--- src/design/mscc_pkg.sv ---
`default_nettype none
package mscc_pkg;

  localparam int GRID_POINTS = 64;
  localparam int DIV_BITS    = 15;
  localparam int DEN_W       = 16;
  localparam int PROD_W      = DIV_BITS + DEN_W;
  localparam int MUL_W       = 21;
  localparam int PT_W        = 23;
  localparam int FIFO_DEPTH  = 32;
  localparam int FIFO_AW     = $clog2(FIFO_DEPTH);

  localparam logic [2:0] CFG_THRESHOLD = 3'd0;
  localparam logic [2:0] CFG_ORIGIN_X  = 3'd1;
  localparam logic [2:0] CFG_ORIGIN_Y  = 3'd2;
  localparam logic [2:0] CFG_STEP_X    = 3'd3;
  localparam logic [2:0] CFG_STEP_Y    = 3'd4;

  localparam logic [1:0] EDGE_L = 2'd0;
  localparam logic [1:0] EDGE_B = 2'd1;
  localparam logic [1:0] EDGE_T = 2'd2;
  localparam logic [1:0] EDGE_R = 2'd3;

  localparam logic [3:0] CODE_NONE_LO = 4'd0;
  localparam logic [3:0] CODE_NONE_HI = 4'd15;
  localparam logic [3:0] CODE_SADDLE_A = 4'd5;
  localparam logic [3:0] CODE_SADDLE_B = 4'd10;

  typedef struct packed {
    logic [5:0]  cell_col;
    logic [5:0]  cell_row;
    logic signed [15:0] corner_bl;
    logic signed [15:0] corner_br;
    logic signed [15:0] corner_tr;
    logic signed [15:0] corner_tl;
  } in_item_t;

  typedef struct packed {
    logic signed [15:0] start_x;
    logic signed [15:0] start_y;
    logic signed [15:0] end_x;
    logic signed [15:0] end_y;
    logic [3:0]  case_code;
    logic        last_segment;
  } out_item_t;

  typedef struct packed {
    logic signed [15:0] threshold;
    logic signed [15:0] origin_x;
    logic signed [15:0] origin_y;
    logic [14:0] step_x;
    logic [14:0] step_y;
  } cfg_t;

  typedef struct packed {
    logic [3:0]      code;
    logic [PT_W-1:0] ox;
    logic [PT_W-1:0] oy;
  } meta_t;

  typedef struct packed {
    logic                        valid;
    logic [3:0][PROD_W-1:0]      prod;
    logic [3:0][DEN_W-1:0]       den;
    meta_t                       meta;
  } front_t;

  typedef struct packed {
    logic [15:0] x0;
    logic [15:0] y0;
    logic [15:0] x1;
    logic [15:0] y1;
  } seg_t;

  typedef struct packed {
    seg_t       seg0;
    seg_t       seg1;
    logic [3:0] code;
    logic       two;
  } ent_t;

  function automatic logic [15:0] abs_diff(input logic signed [15:0] a,
                                            input logic signed [15:0] b);
    logic signed [16:0] d;
    logic [16:0] m;
    d = 17'(a) - 17'(b);
    m = d[16] ? 17'(-d) : 17'(d);
    return m[15:0];
  endfunction

  function automatic logic [15:0] sat16(input logic [PT_W-1:0] v);
    logic signed [PT_W-1:0] s;
    s = signed'(v);
    if (s > PT_W'(32767)) return 16'h7fff;
    if (s < -PT_W'(32768)) return 16'h8000;
    return v[15:0];
  endfunction

  // edges of segment 0 (e0,e1) and segment 1 (e2,e3)
  function automatic logic [7:0] seg_edges(input logic [3:0] code);
    case (code)
      4'd1, 4'd14: return {EDGE_L, EDGE_B, EDGE_L, EDGE_L};
      4'd2, 4'd13: return {EDGE_L, EDGE_T, EDGE_L, EDGE_L};
      4'd3, 4'd12: return {EDGE_B, EDGE_T, EDGE_L, EDGE_L};
      4'd4, 4'd11: return {EDGE_T, EDGE_R, EDGE_L, EDGE_L};
      4'd5:        return {EDGE_L, EDGE_B, EDGE_T, EDGE_R};
      4'd6, 4'd9:  return {EDGE_L, EDGE_R, EDGE_L, EDGE_L};
      4'd7, 4'd8:  return {EDGE_B, EDGE_R, EDGE_L, EDGE_L};
      4'd10:       return {EDGE_L, EDGE_T, EDGE_B, EDGE_R};
      default:     return {EDGE_L, EDGE_L, EDGE_L, EDGE_L};
    endcase
  endfunction

endpackage
`default_nettype wire

--- src/design/mscc_front.sv ---
`default_nettype none
module mscc_front (
  input  wire logic              clk,
  input  wire logic              rst_n,
  input  wire logic              in_valid,
  input  wire mscc_pkg::in_item_t in_item,
  input  wire mscc_pkg::cfg_t    cfg,
  output logic                   drop,
  output mscc_pkg::front_t       front
);

  logic                 s1_v_r;
  mscc_pkg::in_item_t   s1_r;

  logic                 s2_v_r;
  logic [3:0][mscc_pkg::PROD_W-1:0] s2_prod_r;
  logic [3:0][mscc_pkg::DEN_W-1:0]  s2_den_r;
  logic [mscc_pkg::MUL_W-1:0] s2_mx_r;
  logic [mscc_pkg::MUL_W-1:0] s2_my_r;
  logic [3:0]           s2_code_r;

  mscc_pkg::front_t     s3_r;

  logic [3:0]  code;
  logic        keep;
  logic [3:0][15:0] num;
  logic [3:0][15:0] den;
  logic [3:0][14:0] stp;
  logic signed [15:0] p [4];
  logic signed [15:0] q [4];

  always_comb begin
    code = {s1_r.corner_br > cfg.threshold, s1_r.corner_tr > cfg.threshold,
            s1_r.corner_tl > cfg.threshold, s1_r.corner_bl > cfg.threshold};
    keep = (int'(s1_r.cell_col) < mscc_pkg::GRID_POINTS - 1) &&
           (int'(s1_r.cell_row) < mscc_pkg::GRID_POINTS - 1) &&
           (code != mscc_pkg::CODE_NONE_LO) && (code != mscc_pkg::CODE_NONE_HI);
    p[mscc_pkg::EDGE_L] = s1_r.corner_bl; q[mscc_pkg::EDGE_L] = s1_r.corner_tl;
    p[mscc_pkg::EDGE_B] = s1_r.corner_bl; q[mscc_pkg::EDGE_B] = s1_r.corner_br;
    p[mscc_pkg::EDGE_T] = s1_r.corner_tl; q[mscc_pkg::EDGE_T] = s1_r.corner_tr;
    p[mscc_pkg::EDGE_R] = s1_r.corner_br; q[mscc_pkg::EDGE_R] = s1_r.corner_tr;
    stp[mscc_pkg::EDGE_L] = cfg.step_y;
    stp[mscc_pkg::EDGE_B] = cfg.step_x;
    stp[mscc_pkg::EDGE_T] = cfg.step_x;
    stp[mscc_pkg::EDGE_R] = cfg.step_y;
    for (int e = 0; e < 4; e++) begin
      num[e] = mscc_pkg::abs_diff(cfg.threshold, p[e]);
      den[e] = mscc_pkg::abs_diff(q[e], p[e]);
      if (num[e] > den[e]) num[e] = den[e];
    end
  end

  assign drop = s1_v_r && !keep;

  always_ff @(posedge clk) begin
    if (!rst_n) begin
      s1_v_r <= 1'b0;
      s2_v_r <= 1'b0;
      s3_r.valid <= 1'b0;
    end else begin
      s1_v_r <= in_valid;
      s2_v_r <= s1_v_r && keep;
      s3_r.valid <= s2_v_r;
    end
    s1_r <= in_item;
    for (int e = 0; e < 4; e++) begin
      s2_prod_r[e] <= mscc_pkg::PROD_W'(stp[e]) * mscc_pkg::PROD_W'(num[e]);
      s2_den_r[e]  <= den[e];
      s3_r.prod[e] <= s2_prod_r[e];
      s3_r.den[e]  <= (s2_den_r[e] == '0) ? mscc_pkg::DEN_W'(1) : s2_den_r[e];
    end
    s2_mx_r   <= mscc_pkg::MUL_W'(s1_r.cell_col) * mscc_pkg::MUL_W'(cfg.step_x);
    s2_my_r   <= mscc_pkg::MUL_W'(s1_r.cell_row) * mscc_pkg::MUL_W'(cfg.step_y);
    s2_code_r <= code;
    s3_r.meta.code <= s2_code_r;
    s3_r.meta.ox <= {{(mscc_pkg::PT_W-16){cfg.origin_x[15]}}, cfg.origin_x} +
                    {{(mscc_pkg::PT_W-mscc_pkg::MUL_W){1'b0}}, s2_mx_r};
    s3_r.meta.oy <= {{(mscc_pkg::PT_W-16){cfg.origin_y[15]}}, cfg.origin_y} +
                    {{(mscc_pkg::PT_W-mscc_pkg::MUL_W){1'b0}}, s2_my_r};
  end

  assign front = s3_r;

endmodule
`default_nettype wire

--- config.mk ---
export PLATFORM = sky130hd
export DESIGN_NAME = mscc_front
export DESIGN_NICKNAME = d
export VERILOG_FILES = /design/src/design/mscc_pkg.sv /design/src/design/mscc_front.sv
export SDC_FILE = /design/constraint.sdc
export NUM_CORES = 2
export LEC_CHECK = 0
export BUFFER_PORTS_ARGS = -buffer_cell sky130_fd_sc_hd__buf_2
export CORE_MARGIN = 4
export CORE_UTILIZATION = 44
export CTS_CLUSTER_DIAMETER = 40
export CTS_CLUSTER_SIZE = 24
export DETAILED_ROUTE_END_ITERATION = 10
export HOLD_SLACK_MARGIN = 0.06
export PLACE_DENSITY = 0.67
export SYNTH_ARGS = -nofsm -noshare
export SYNTH_HDL_FRONTEND = slang
export SYNTH_SLANG_ARGS = --single-unit
--- constraint.sdc ---
create_clock -name clk -period 31.4 [get_ports clk]
set_input_delay 9.42 -clock clk [delete_from_list [all_inputs] [get_ports clk]]
set_output_delay 9.42 -clock clk [all_outputs]
set_load 0.005 [all_outputs]
==> flow_summary.ini <==
[run_status]
outcome = finished clean

[yosys]
yosysUniqueCellTypes = 95
synth_edf_count = 0
synth_compound_area_share_pct = 15.1
synth-simple-area-share_pct = 13.3
synthFlopType = dfxtp_1
synthCells = 6900
avgSynthCellArea_um2 = 9.20
ys_ff_latch = 551
synth_top_family_by_area = adder cells
synth_xor_area_share_pct = 4.83
synth_fa_ha_area_share_pct = 39.6
synth_warnings = 0
netlist_area_um2 = 63500
synth_mux_area_share_pct = 0.475
yosysSeqAreaShare_pct = 17.4
synthArstFlopShare_pct = 0
synth_nets = 8554

[detailed_routing]
dr_wl_met2_um = 85900
wl_per_cell_um = 20.7
postRouteWirelength_um = 187000
ant_nets = 0
drt_iter0_drc = 3427
met3_length_um = 14400
met1_length_um = 78700
routed.top_layer = met5
drc = 0
first_pass_iters = 6
via_per_inst = 5.61
vias = 50700

[placement]
placed_area_um2 = 66900
hpwl_um = 144000
gp_congestion = 0.937
portBuffers = 396

[cts]
cts_tree = done
clk_latency_ns = 0.71
path_clk_slew_ns = 0.07
ctsHoldBuffers = 0
htree_levels = 3
numCtsBuffers = 77
ctsResizeCount = 0
post_cts_buffers = 0
cts-root-buf = clkbuf_16
clk_path_buf_depth = 3
cts_sinks = 551

[die]
fp.dieH_um = 388
dieArea_um2 = 150000
fp.dieW_um = 388
ios = 397
num_rows = 139
initial_utilization_pct = 44.2
fp.coreArea_um2 = 143000

[critical_path]
cpLargestDelayFamily = compound AO/OA/AOI/OAI gates
crit_buf_inv = 2
critPathKind = in2out
critPathMaxFanout = 8
arrival_ns = 12.91
crit_slowest_cell = o41ai_2
cp-startpoint = cfg[70]
worstPathCellList = buf_2 -> ha_1 -> and3_1 -> and3_1 -> o211ai_1 -> a21oi_1 -> a211oi_1 -> nor2b_1 -> o21ai_0 -> nand2b_1 -> nor2_1 -> mux2_2 -> o41ai_2 -> and2_1 -> buf_2
reg2reg_from = p[16]
cp-start-kind = input port
rrSetupSlack_ns = 17.43
cp.required_ns = 21.98
crit_path_end_kind = output port
slowest_delay_ns = 0.92

[finish]
layout_commonest_cell = inv_1
finish.utilization_pct = 48.6
syn2layout_area_growth_pct = 9.78
stdcell_area_um2 = 69700
fin_nets = 8704
fill_cells = 13500
final_layout_size_suffix_gt1_share_pct = 10.1
layout_common_cells = 1163 x inv_1, 835 x fa_1, 662 x ha_1, 551 x dfxtp_1, 424 x nand2_1

[timing]
max_freq_ghz = 0.0448
rsz0062_at_grt = false
period_needed_ns = 22.33
tns_ns = 0
min_period_over_period_pct = 71.1
max_slew_margin_pct = 5.73
hold_viol = 0
fin_skew_ns = 0.0559
setup_viol = 0
worst_slew_pin_slew_ns = 1.40
finalMaxSlewViolations = 0
hold_ws_ns = 0.312

[global_routing]
grt_max_degree = 105
grt_pass1_vias = 52800
grt_pass1_wl_um = 296000
track_usage_pct = 24.7
antenna_found_initial = 17
grt-ovfl-total = 0

[run]
cap_violations = 0

[worst_hold_path]
worstHoldStart = s2_den_r[42]
hold_path_class = reg2reg
==> worst paths after layout <==
| check | cells past startpoint | endpoint |
|---|---|---|
| hold / removal | 0 | front[92] |
| setup / recovery | 15 | drop |
| setup reg to reg | 47 | s2_prod_r[30] |
| hold reg to reg | 0 | front[92] |
==> cells in the mapped netlist, types with 91 or more instances <==
cell / instances / area, um2
dfxtp_1: 551 / 11000
xor2_1: 104 / 911
xnor2_1: 241 / 2110
and2_1: 228 / 1430
a21oi_1: 233 / 1170
o21ai_0: 170 / 851
o211ai_1: 176 / 1320
clkbuf_1: 348 / 1310
and3_1: 111 / 694
nand2_1: 424 / 1590
nand3_1: 131 / 656
nor3_1: 91 / 455
o211a_1: 201 / 2010
nor2_1: 210 / 788
ha_1: 662 / 8280
fa_1: 835 / 16700
inv_1: 1163 / 4370
a21o_1: 101 / 758
==> worst reg2reg max path: cells and delay by family, from the launching register on <==
family | cells | cell delay, ns
AO/OA/AOI/OAI | 16 | 4.02
adder cells (fa/ha/maj) | 13 | 5.16
flip-flops | 1 | 0.63
XOR/XNOR | 2 | 0.49
AND/OR/NAND/NOR | 7 | 1.88
buffers and inverters | 9 | 1.70
==> cells by family after synthesis <==
| family | count (synthesis) |
|---|---|
| adder cells (fa/ha/maj) | 1514 |
| AND/OR/NAND/NOR | 1592 |
| flip-flops | 551 |
| AO/OA/AOI/OAI | 1312 |
| multiplexers | 28 |
| XOR/XNOR | 347 |
| buffers and inverters | 1556 |
==> metal layers <==
metal  track usage (%)  vias up
li1                  -    23100
met1              32.0    25100
met2              40.3     2035
met3              5.01      414
met4              10.4        2
met5                 0        -
==> metrics by stage <==
stage,worst slack (ns),cells
after floorplan,10.15,6900
after global placement,8.81,8874
after detailed placement,8.60,8874
after CTS,9.13,9015
after global routing,8.30,9020
final,9.07,9023
==> final cells by class <==
class / instances / area [um2] / share of cell area (%)
multi-input combinational: 4793 / 46600 / 66.9
sequential: 551 / 11000 / 15.8
inverter: 1163 / 4370 / 6.26
timing repair buffer: 464 / 2490 / 3.58
tap: 1903 / 2380 / 3.42
clock buffer: 89 / 2030 / 2.92
clock inverter: 52 / 726 / 1.04
antenna: 8 / 20.0 / 0.0287
==> registers in the layout (all words and copies together) (netlist names) <==
register   cells
front        239
p             48
q             16
s1_r          12
s1_v_r         1
s2_code_r      4
s2_den_r      64
s2_mx_r       21
s2_my_r       21
s2_prod_r    124
s2_v_r         1
Power is left out: the tool's default activity adds up to more than one toggle a clock period on the data nets, which glitch-free logic cannot reach.
