$ cat src/design/mscc_pkg.sv
`default_nettype none
package mscc_pkg;

  localparam int GRID_POINTS = 64;
  localparam int DIV_BITS    = 15;
  localparam int DEN_W       = 16;
  localparam int PROD_W      = DIV_BITS + DEN_W;
  localparam int MUL_W       = 21;
  localparam int PT_W        = 23;
  localparam int FIFO_DEPTH  = 32;
  localparam int FIFO_AW     = $clog2(FIFO_DEPTH);

  localparam logic [2:0] CFG_THRESHOLD = 3'd0;
  localparam logic [2:0] CFG_ORIGIN_X  = 3'd1;
  localparam logic [2:0] CFG_ORIGIN_Y  = 3'd2;
  localparam logic [2:0] CFG_STEP_X    = 3'd3;
  localparam logic [2:0] CFG_STEP_Y    = 3'd4;

  localparam logic [1:0] EDGE_L = 2'd0;
  localparam logic [1:0] EDGE_B = 2'd1;
  localparam logic [1:0] EDGE_T = 2'd2;
  localparam logic [1:0] EDGE_R = 2'd3;

  localparam logic [3:0] CODE_NONE_LO = 4'd0;
  localparam logic [3:0] CODE_NONE_HI = 4'd15;
  localparam logic [3:0] CODE_SADDLE_A = 4'd5;
  localparam logic [3:0] CODE_SADDLE_B = 4'd10;

  typedef struct packed {
    logic [5:0]  cell_col;
    logic [5:0]  cell_row;
    logic signed [15:0] corner_bl;
    logic signed [15:0] corner_br;
    logic signed [15:0] corner_tr;
    logic signed [15:0] corner_tl;
  } in_item_t;

  typedef struct packed {
    logic signed [15:0] start_x;
    logic signed [15:0] start_y;
    logic signed [15:0] end_x;
    logic signed [15:0] end_y;
    logic [3:0]  case_code;
    logic        last_segment;
  } out_item_t;

  typedef struct packed {
    logic signed [15:0] threshold;
    logic signed [15:0] origin_x;
    logic signed [15:0] origin_y;
    logic [14:0] step_x;
    logic [14:0] step_y;
  } cfg_t;

  typedef struct packed {
    logic [3:0]      code;
    logic [PT_W-1:0] ox;
    logic [PT_W-1:0] oy;
  } meta_t;

  typedef struct packed {
    logic                        valid;
    logic [3:0][PROD_W-1:0]      prod;
    logic [3:0][DEN_W-1:0]       den;
    meta_t                       meta;
  } front_t;

  typedef struct packed {
    logic [15:0] x0;
    logic [15:0] y0;
    logic [15:0] x1;
    logic [15:0] y1;
  } seg_t;

  typedef struct packed {
    seg_t       seg0;
    seg_t       seg1;
    logic [3:0] code;
    logic       two;
  } ent_t;

  function automatic logic [15:0] abs_diff(input logic signed [15:0] a,
                                            input logic signed [15:0] b);
    logic signed [16:0] d;
    logic [16:0] m;
    d = 17'(a) - 17'(b);
    m = d[16] ? 17'(-d) : 17'(d);
    return m[15:0];
  endfunction

  function automatic logic [15:0] sat16(input logic [PT_W-1:0] v);
    logic signed [PT_W-1:0] s;
    s = signed'(v);
    if (s > PT_W'(32767)) return 16'h7fff;
    if (s < -PT_W'(32768)) return 16'h8000;
    return v[15:0];
  endfunction

  // edges of segment 0 (e0,e1) and segment 1 (e2,e3)
  function automatic logic [7:0] seg_edges(input logic [3:0] code);
    case (code)
      4'd1, 4'd14: return {EDGE_L, EDGE_B, EDGE_L, EDGE_L};
      4'd2, 4'd13: return {EDGE_L, EDGE_T, EDGE_L, EDGE_L};
      4'd3, 4'd12: return {EDGE_B, EDGE_T, EDGE_L, EDGE_L};
      4'd4, 4'd11: return {EDGE_T, EDGE_R, EDGE_L, EDGE_L};
      4'd5:        return {EDGE_L, EDGE_B, EDGE_T, EDGE_R};
      4'd6, 4'd9:  return {EDGE_L, EDGE_R, EDGE_L, EDGE_L};
      4'd7, 4'd8:  return {EDGE_B, EDGE_R, EDGE_L, EDGE_L};
      4'd10:       return {EDGE_L, EDGE_T, EDGE_B, EDGE_R};
      default:     return {EDGE_L, EDGE_L, EDGE_L, EDGE_L};
    endcase
  endfunction

endpackage
`default_nettype wire

$ cat src/design/mscc_div.sv
`default_nettype none
module mscc_div (
  input  wire logic                          clk,
  input  wire logic [mscc_pkg::PROD_W-1:0]   prod,
  input  wire logic [mscc_pkg::DEN_W-1:0]    den,
  output logic [mscc_pkg::DIV_BITS-1:0]      quot
);

  // restoring divider, one quotient bit per stage; prod < den << DIV_BITS
  logic [mscc_pkg::DEN_W-1:0]    rem_r [mscc_pkg::DIV_BITS];
  logic [mscc_pkg::DIV_BITS-1:0] lo_r  [mscc_pkg::DIV_BITS];
  logic [mscc_pkg::DIV_BITS-1:0] q_r   [mscc_pkg::DIV_BITS];
  logic [mscc_pkg::DEN_W-1:0]    d_r   [mscc_pkg::DIV_BITS];

  for (genvar k = 0; k < mscc_pkg::DIV_BITS; k++) begin : g_stage
    logic [mscc_pkg::DEN_W-1:0]    rem_i;
    logic [mscc_pkg::DEN_W-1:0]    d_i;
    logic [mscc_pkg::DIV_BITS-1:0] lo_i;
    logic [mscc_pkg::DIV_BITS-1:0] q_i;
    logic [mscc_pkg::DEN_W:0]      rem2;
    logic [mscc_pkg::DEN_W:0]      diff;
    logic                          ge;

    if (k == 0) begin : g_first
      assign rem_i = prod[mscc_pkg::PROD_W-1:mscc_pkg::DIV_BITS];
      assign lo_i  = prod[mscc_pkg::DIV_BITS-1:0];
      assign q_i   = '0;
      assign d_i   = den;
    end else begin : g_next
      assign rem_i = rem_r[k-1];
      assign lo_i  = lo_r[k-1];
      assign q_i   = q_r[k-1];
      assign d_i   = d_r[k-1];
    end

    assign rem2 = {rem_i, lo_i[mscc_pkg::DIV_BITS-1]};
    assign ge   = rem2 >= {1'b0, d_i};
    assign diff = rem2 - {1'b0, d_i};

    always_ff @(posedge clk) begin
      rem_r[k] <= ge ? diff[mscc_pkg::DEN_W-1:0] : rem2[mscc_pkg::DEN_W-1:0];
      lo_r[k]  <= {lo_i[mscc_pkg::DIV_BITS-2:0], 1'b0};
      q_r[k]   <= {q_i[mscc_pkg::DIV_BITS-2:0], ge};
      d_r[k]   <= d_i;
    end
  end

  assign quot = q_r[mscc_pkg::DIV_BITS-1];

endmodule
`default_nettype wire

$ cat config.mk
export PLATFORM = sky130hd
export DESIGN_NAME = mscc_div
export DESIGN_NICKNAME = d
export VERILOG_FILES = /design/src/design/mscc_pkg.sv /design/src/design/mscc_div.sv
export SDC_FILE = /design/constraint.sdc
export NUM_CORES = 1
export LEC_CHECK = 0
export BUFFER_PORTS_ARGS = -buffer_cell sky130_fd_sc_hd__buf_2
export CAP_MARGIN = 20
export CORE_MARGIN = 2
export CORE_UTILIZATION = 49
export CTS_BUF_LIST = sky130_fd_sc_hd__clkbuf_8
export DETAILED_ROUTE_END_ITERATION = 6
export PLACE_DENSITY = 0.68
export SETUP_SLACK_MARGIN = 0.1
export SLEW_MARGIN = 20
export SYNTH_ARGS = -nofsm -noshare
export SYNTH_HDL_FRONTEND = slang
export SYNTH_SLANG_ARGS = --single-unit
$ cat constraint.sdc
create_clock -name clk -period 3.29 [get_ports clk]
set_input_delay 0.987 -clock clk [delete_from_list [all_inputs] [get_ports clk]]
set_output_delay 0.987 -clock clk [all_outputs]
set_load 0.01 [all_outputs]
==> results.txt <==
Status - finished clean
Number of detailed-routing iterations run before antenna repair - 5
TritonCTS clock tree - done
Starting DRC count in detailed routing - 902
Vias/cell - 5.09
Busiest layer in global routing - met2
Clk network pwr share - 0.217
CTS Buf Count - 108
Number of failing hold endpoints at the final stage - 0
Final critical delay including setup and external delays - 3.07 ns
Remaining global-route overflow - 0
Buffering stage count on the worst path with inverters included - 1
Number of buffers on the longest clock path - 3
Post-synthesis net count - 2984
Number of vias in the routed layout - 18900
Top-Level Pins - 63
GR Util met2 - 0.311
Number of synthesis warnings - 0
Slew HR - 0.445
Global-route wire length before repair - 89900 um
Count of nets left with antenna violations after detail routing - 0
Site Rows - 87
Final weighted congestion in routability-driven placement - 0.872
Leakage power - 14.7 nW
Final layout net count - 3167
Global Route met3 Usage - 0.0356
CTS clk-pin slew, worst paths - 0.06 ns
Number of flops mapped to enable cells by yosys - 0
Distinct cell type count after synthesis - 79
Antenna violations before repair - 1
Post-synthesis mux area share - 0.0689
Post-synthesis simple-gate area fraction - 0.0942
Via count of the first global-routing pass - 19000
VDD IR-drop max - 491 uV
Worst setup SP type - flop
Sequential share of the synthesized area - 0.486
Final Max Tran Viols - 0
Die Y-Extent - 242 um
Final sum of negative setup slack - 0 ns
Fraction of layout instances using a drive strength above 1 - 0.156
Synth-to-layout area growth - 14.0%
Pwr per Cell Area - 1080 nW/um^2
Async set-or-reset flop fraction in the synthesized netlist - 0
Share of the synthesized area in compound gates (AO/OA/AOI/OAI) - 0.134
Setup repair after global routing missed its margin - false
Crit-path max cell delay - 0.78 ns
Port-buffer cells - 62
Adder and majority gate portion of the synthesized area - 0.119
Half-perimeter wire length after placement - 40600 um
Met1 Use GR - 0.231
Number of storage elements in the synthesis netlist - 673
Kind of end point of the critical path - flop
Area of the die - 58400 um^2
Signal arrival time at the worst endpoint - 3.65 ns
Detailed Route WL - 54100 um
Initial cell density of the core - 0.493
Area of the core region - 56200 um^2
Htree depth - 3
Biggest fanout along the worst timing path - 5
Number of clock sinks - 673
Max-cap violations - 0
Instance count of the mapped netlist - 2682
Dominant combinational cell family by area after synthesis - compound AO/OA/AOI/OAI gates
Netlist area before placement - 27700 um^2
Slew at the pin closest to its max-slew limit - 0.812 ns
Wire length per cell after detailed routing - 14.6 um
Gr usage total - 0.184
Multi-input combinational cell area - 12900 um^2
CTS root buf - clkbuf_8
CP delay by family, top - compound AO/OA/AOI/OAI gates
Power spent charging and discharging nets - 0.0119 W
Width of the die - 242 um
Mapped Avg Cell Area - 10.3 um^2
Final Cycle Share - 0.933
Post-layout utilization of the core - 0.562
Slowest library cell on the worst path - a2111oi_0
Sequential cell fraction of total power - 0.343
Synthesized-area fraction occupied by xor and xnor cells - 0.0478
Final setup vio count - 0
Worst min path class - reg -> reg
Top_reg_cell synth - dfxtp_1
Clock Skew - 0.0479 ns
Highest attainable clock frequency - 0.326 GHz
Sequential Area - 13500 um^2
Required time of the critical path - 3.87 ns
Internal power consumption - 0.0221 W
Combinational share of power - 0.440
Setup CP Type - reg -> reg
Number of hold buffers added after CTS - 0
Maximum number of pins on one net before global-route repair - 30
Switching share of total power - 0.351
Sequence of cells on the critical path - inv_1, ha_1, nor2b_1, o31a_1, o211ai_1, nand2_1, a2111oi_0, nor2_1, xor2_1, mux2_4
Fillcell total - 4871
Skew-Pair Late Insertion Delay - 0.69 ns
Post-route DRC - 0
routing by layer:
metal | vias up | routed length, um
met2 | 351 | 25200
met4 | 0 | 1320
met3 | 98 | 2350
li1 | 9666 | -
met1 | 8771 | 25200
met5 | - | 0
final cells by class:
cell class,instances,share of cell area
Clock buffer,133,0.0580
Sequential cell,673,0.427
Tap cell,756,0.0300
Multi-Input combinational cell,1659,0.410
Clock inverter,63,0.0152
Inverter,315,0.0375
Antenna cell,3,0.000238
Timing Repair Buffer,108,0.0222
repair_timing:
item                                    4_1_cts  5_1_grt
buffers inserted                              0        4
endpoints found under the setup margin        0       71
resized for setup                             0       13
path summary, 6_finish.rpt:
path              cells after the start              endpoint  slack (ns)               start
setup / recovery                     10  rem_r[1][60]$_DFF_P_        0.22  d_r[1][34]$_DFF_P_
hold reg to reg                       0   lo_r[0][23]$_DFF_P_        0.32  lo_r[0][8]$_DFF_P_
hold / removal                        0   lo_r[0][23]$_DFF_P_        0.32  lo_r[0][8]$_DFF_P_
setup reg to reg                     10  rem_r[1][60]$_DFF_P_        0.22  d_r[1][34]$_DFF_P_
power groups by stage:
stage | logic [W] | registers, W | clock network (W)
after global routing | 0.0166 | 0.0119 | 0.00804
after floorplan | 0.0118 | 0.0115 | 0
after global placement | 0.0141 | 0.0118 | 0
after detailed placement | 0.0145 | 0.0119 | 0
after CTS | 0.0147 | 0.0117 | 0.00764
final | 0.0150 | 0.0117 | 0.00738
stage by stage:
stage | hold slack (ns) | worst slack, ns | area, um^2 | total power, W | instances
after CTS | 0.307 | 0.137 | 31400 | 0.0340 | 3702
after detailed placement | 0.312 | -0.161 | 29100 | 0.0264 | 3506
after floorplan | 0.310 | 0.171 | 27700 | 0.0233 | 2682
after global placement | 0.310 | -0.138 | 29100 | 0.0259 | 3506
after global routing | 0.326 | 0.0701 | 31600 | 0.0366 | 3708
final | 0.315 | 0.222 | 31600 | 0.0341 | 3710
state kept, by name (all words and copies together) (netlist names):
register and count:
rem_r 224, lo_r 105, q_r 120, d_r 224
worst reg2reg max path, stage by stage, from the launching register on:
cell	delay (ns)
dfxtp_1	0.35
inv_1	0.06
ha_1	0.34
nor2b_1	0.17
o31a_1	0.28
o211ai_1	0.20
nand2_1	0.15
a2111oi_0	0.78
nor2_1	0.17
xor2_1	0.19
mux2_4	0.28
cells in the mapped netlist (all sizes together) (6+ instances only):
library cell	instances	share of area
a2111oi	8	0.0025
a211o	9	0.0028
a211oi	20	0.0058
a21boi	10	0.0027
a21o	59	0.016
a21oi	128	0.023
a31oi	19	0.0045
and2	14	0.0032
and3	13	0.0029
and4	12	0.0038
buf	17	0.0051
clkbuf	18	0.0024
dfxtp	673	0.49
fa	14	0.010
ha	240	0.11
inv	315	0.043
mux2	140	0.059
mux2i	28	0.010
nand2	139	0.019
nand2b	25	0.0056
nand3	34	0.0061
nand3b	6	0.0016
nand4	32	0.0072
nor2	143	0.019
nor2b	32	0.0075
nor3	33	0.0060
nor4	14	0.0034
o211ai	20	0.0058
o21a	43	0.012
o21ai	148	0.028
o21bai	13	0.0035
o31a	11	0.0035
o31ai	15	0.0046
o41ai	7	0.0042
or2	9	0.0020
or3	14	0.0032
xnor2	103	0.033
xor2	48	0.015
placed cells by master, fill, tap and decap left out, types with 62 or more instances in the layout:
cell	instances
buf_2	62
a21oi_1	125
xnor2_1	103
nand2_1	138
clkbuf_8	133
nor2_1	143
o21ai_0	131
inv_1	349
ha_1	238
mux2_2	124
dfxtp_1	672
kinds of logic (layout without fill, tap and decap cells):
kind of cell / after synthesis / in the layout
flip-flops: 673 / 673
AO/OA/AOI/OAI: 555 / 555
AND/OR/NAND/NOR: 531 / 531
buffers and inverters: 350 / 619
adder cells (fa/ha/maj): 254 / 254
multiplexers: 168 / 168
XOR/XNOR: 151 / 151
other: 0 / 3
No activity file was read; power rests on OpenSTA's default activity.
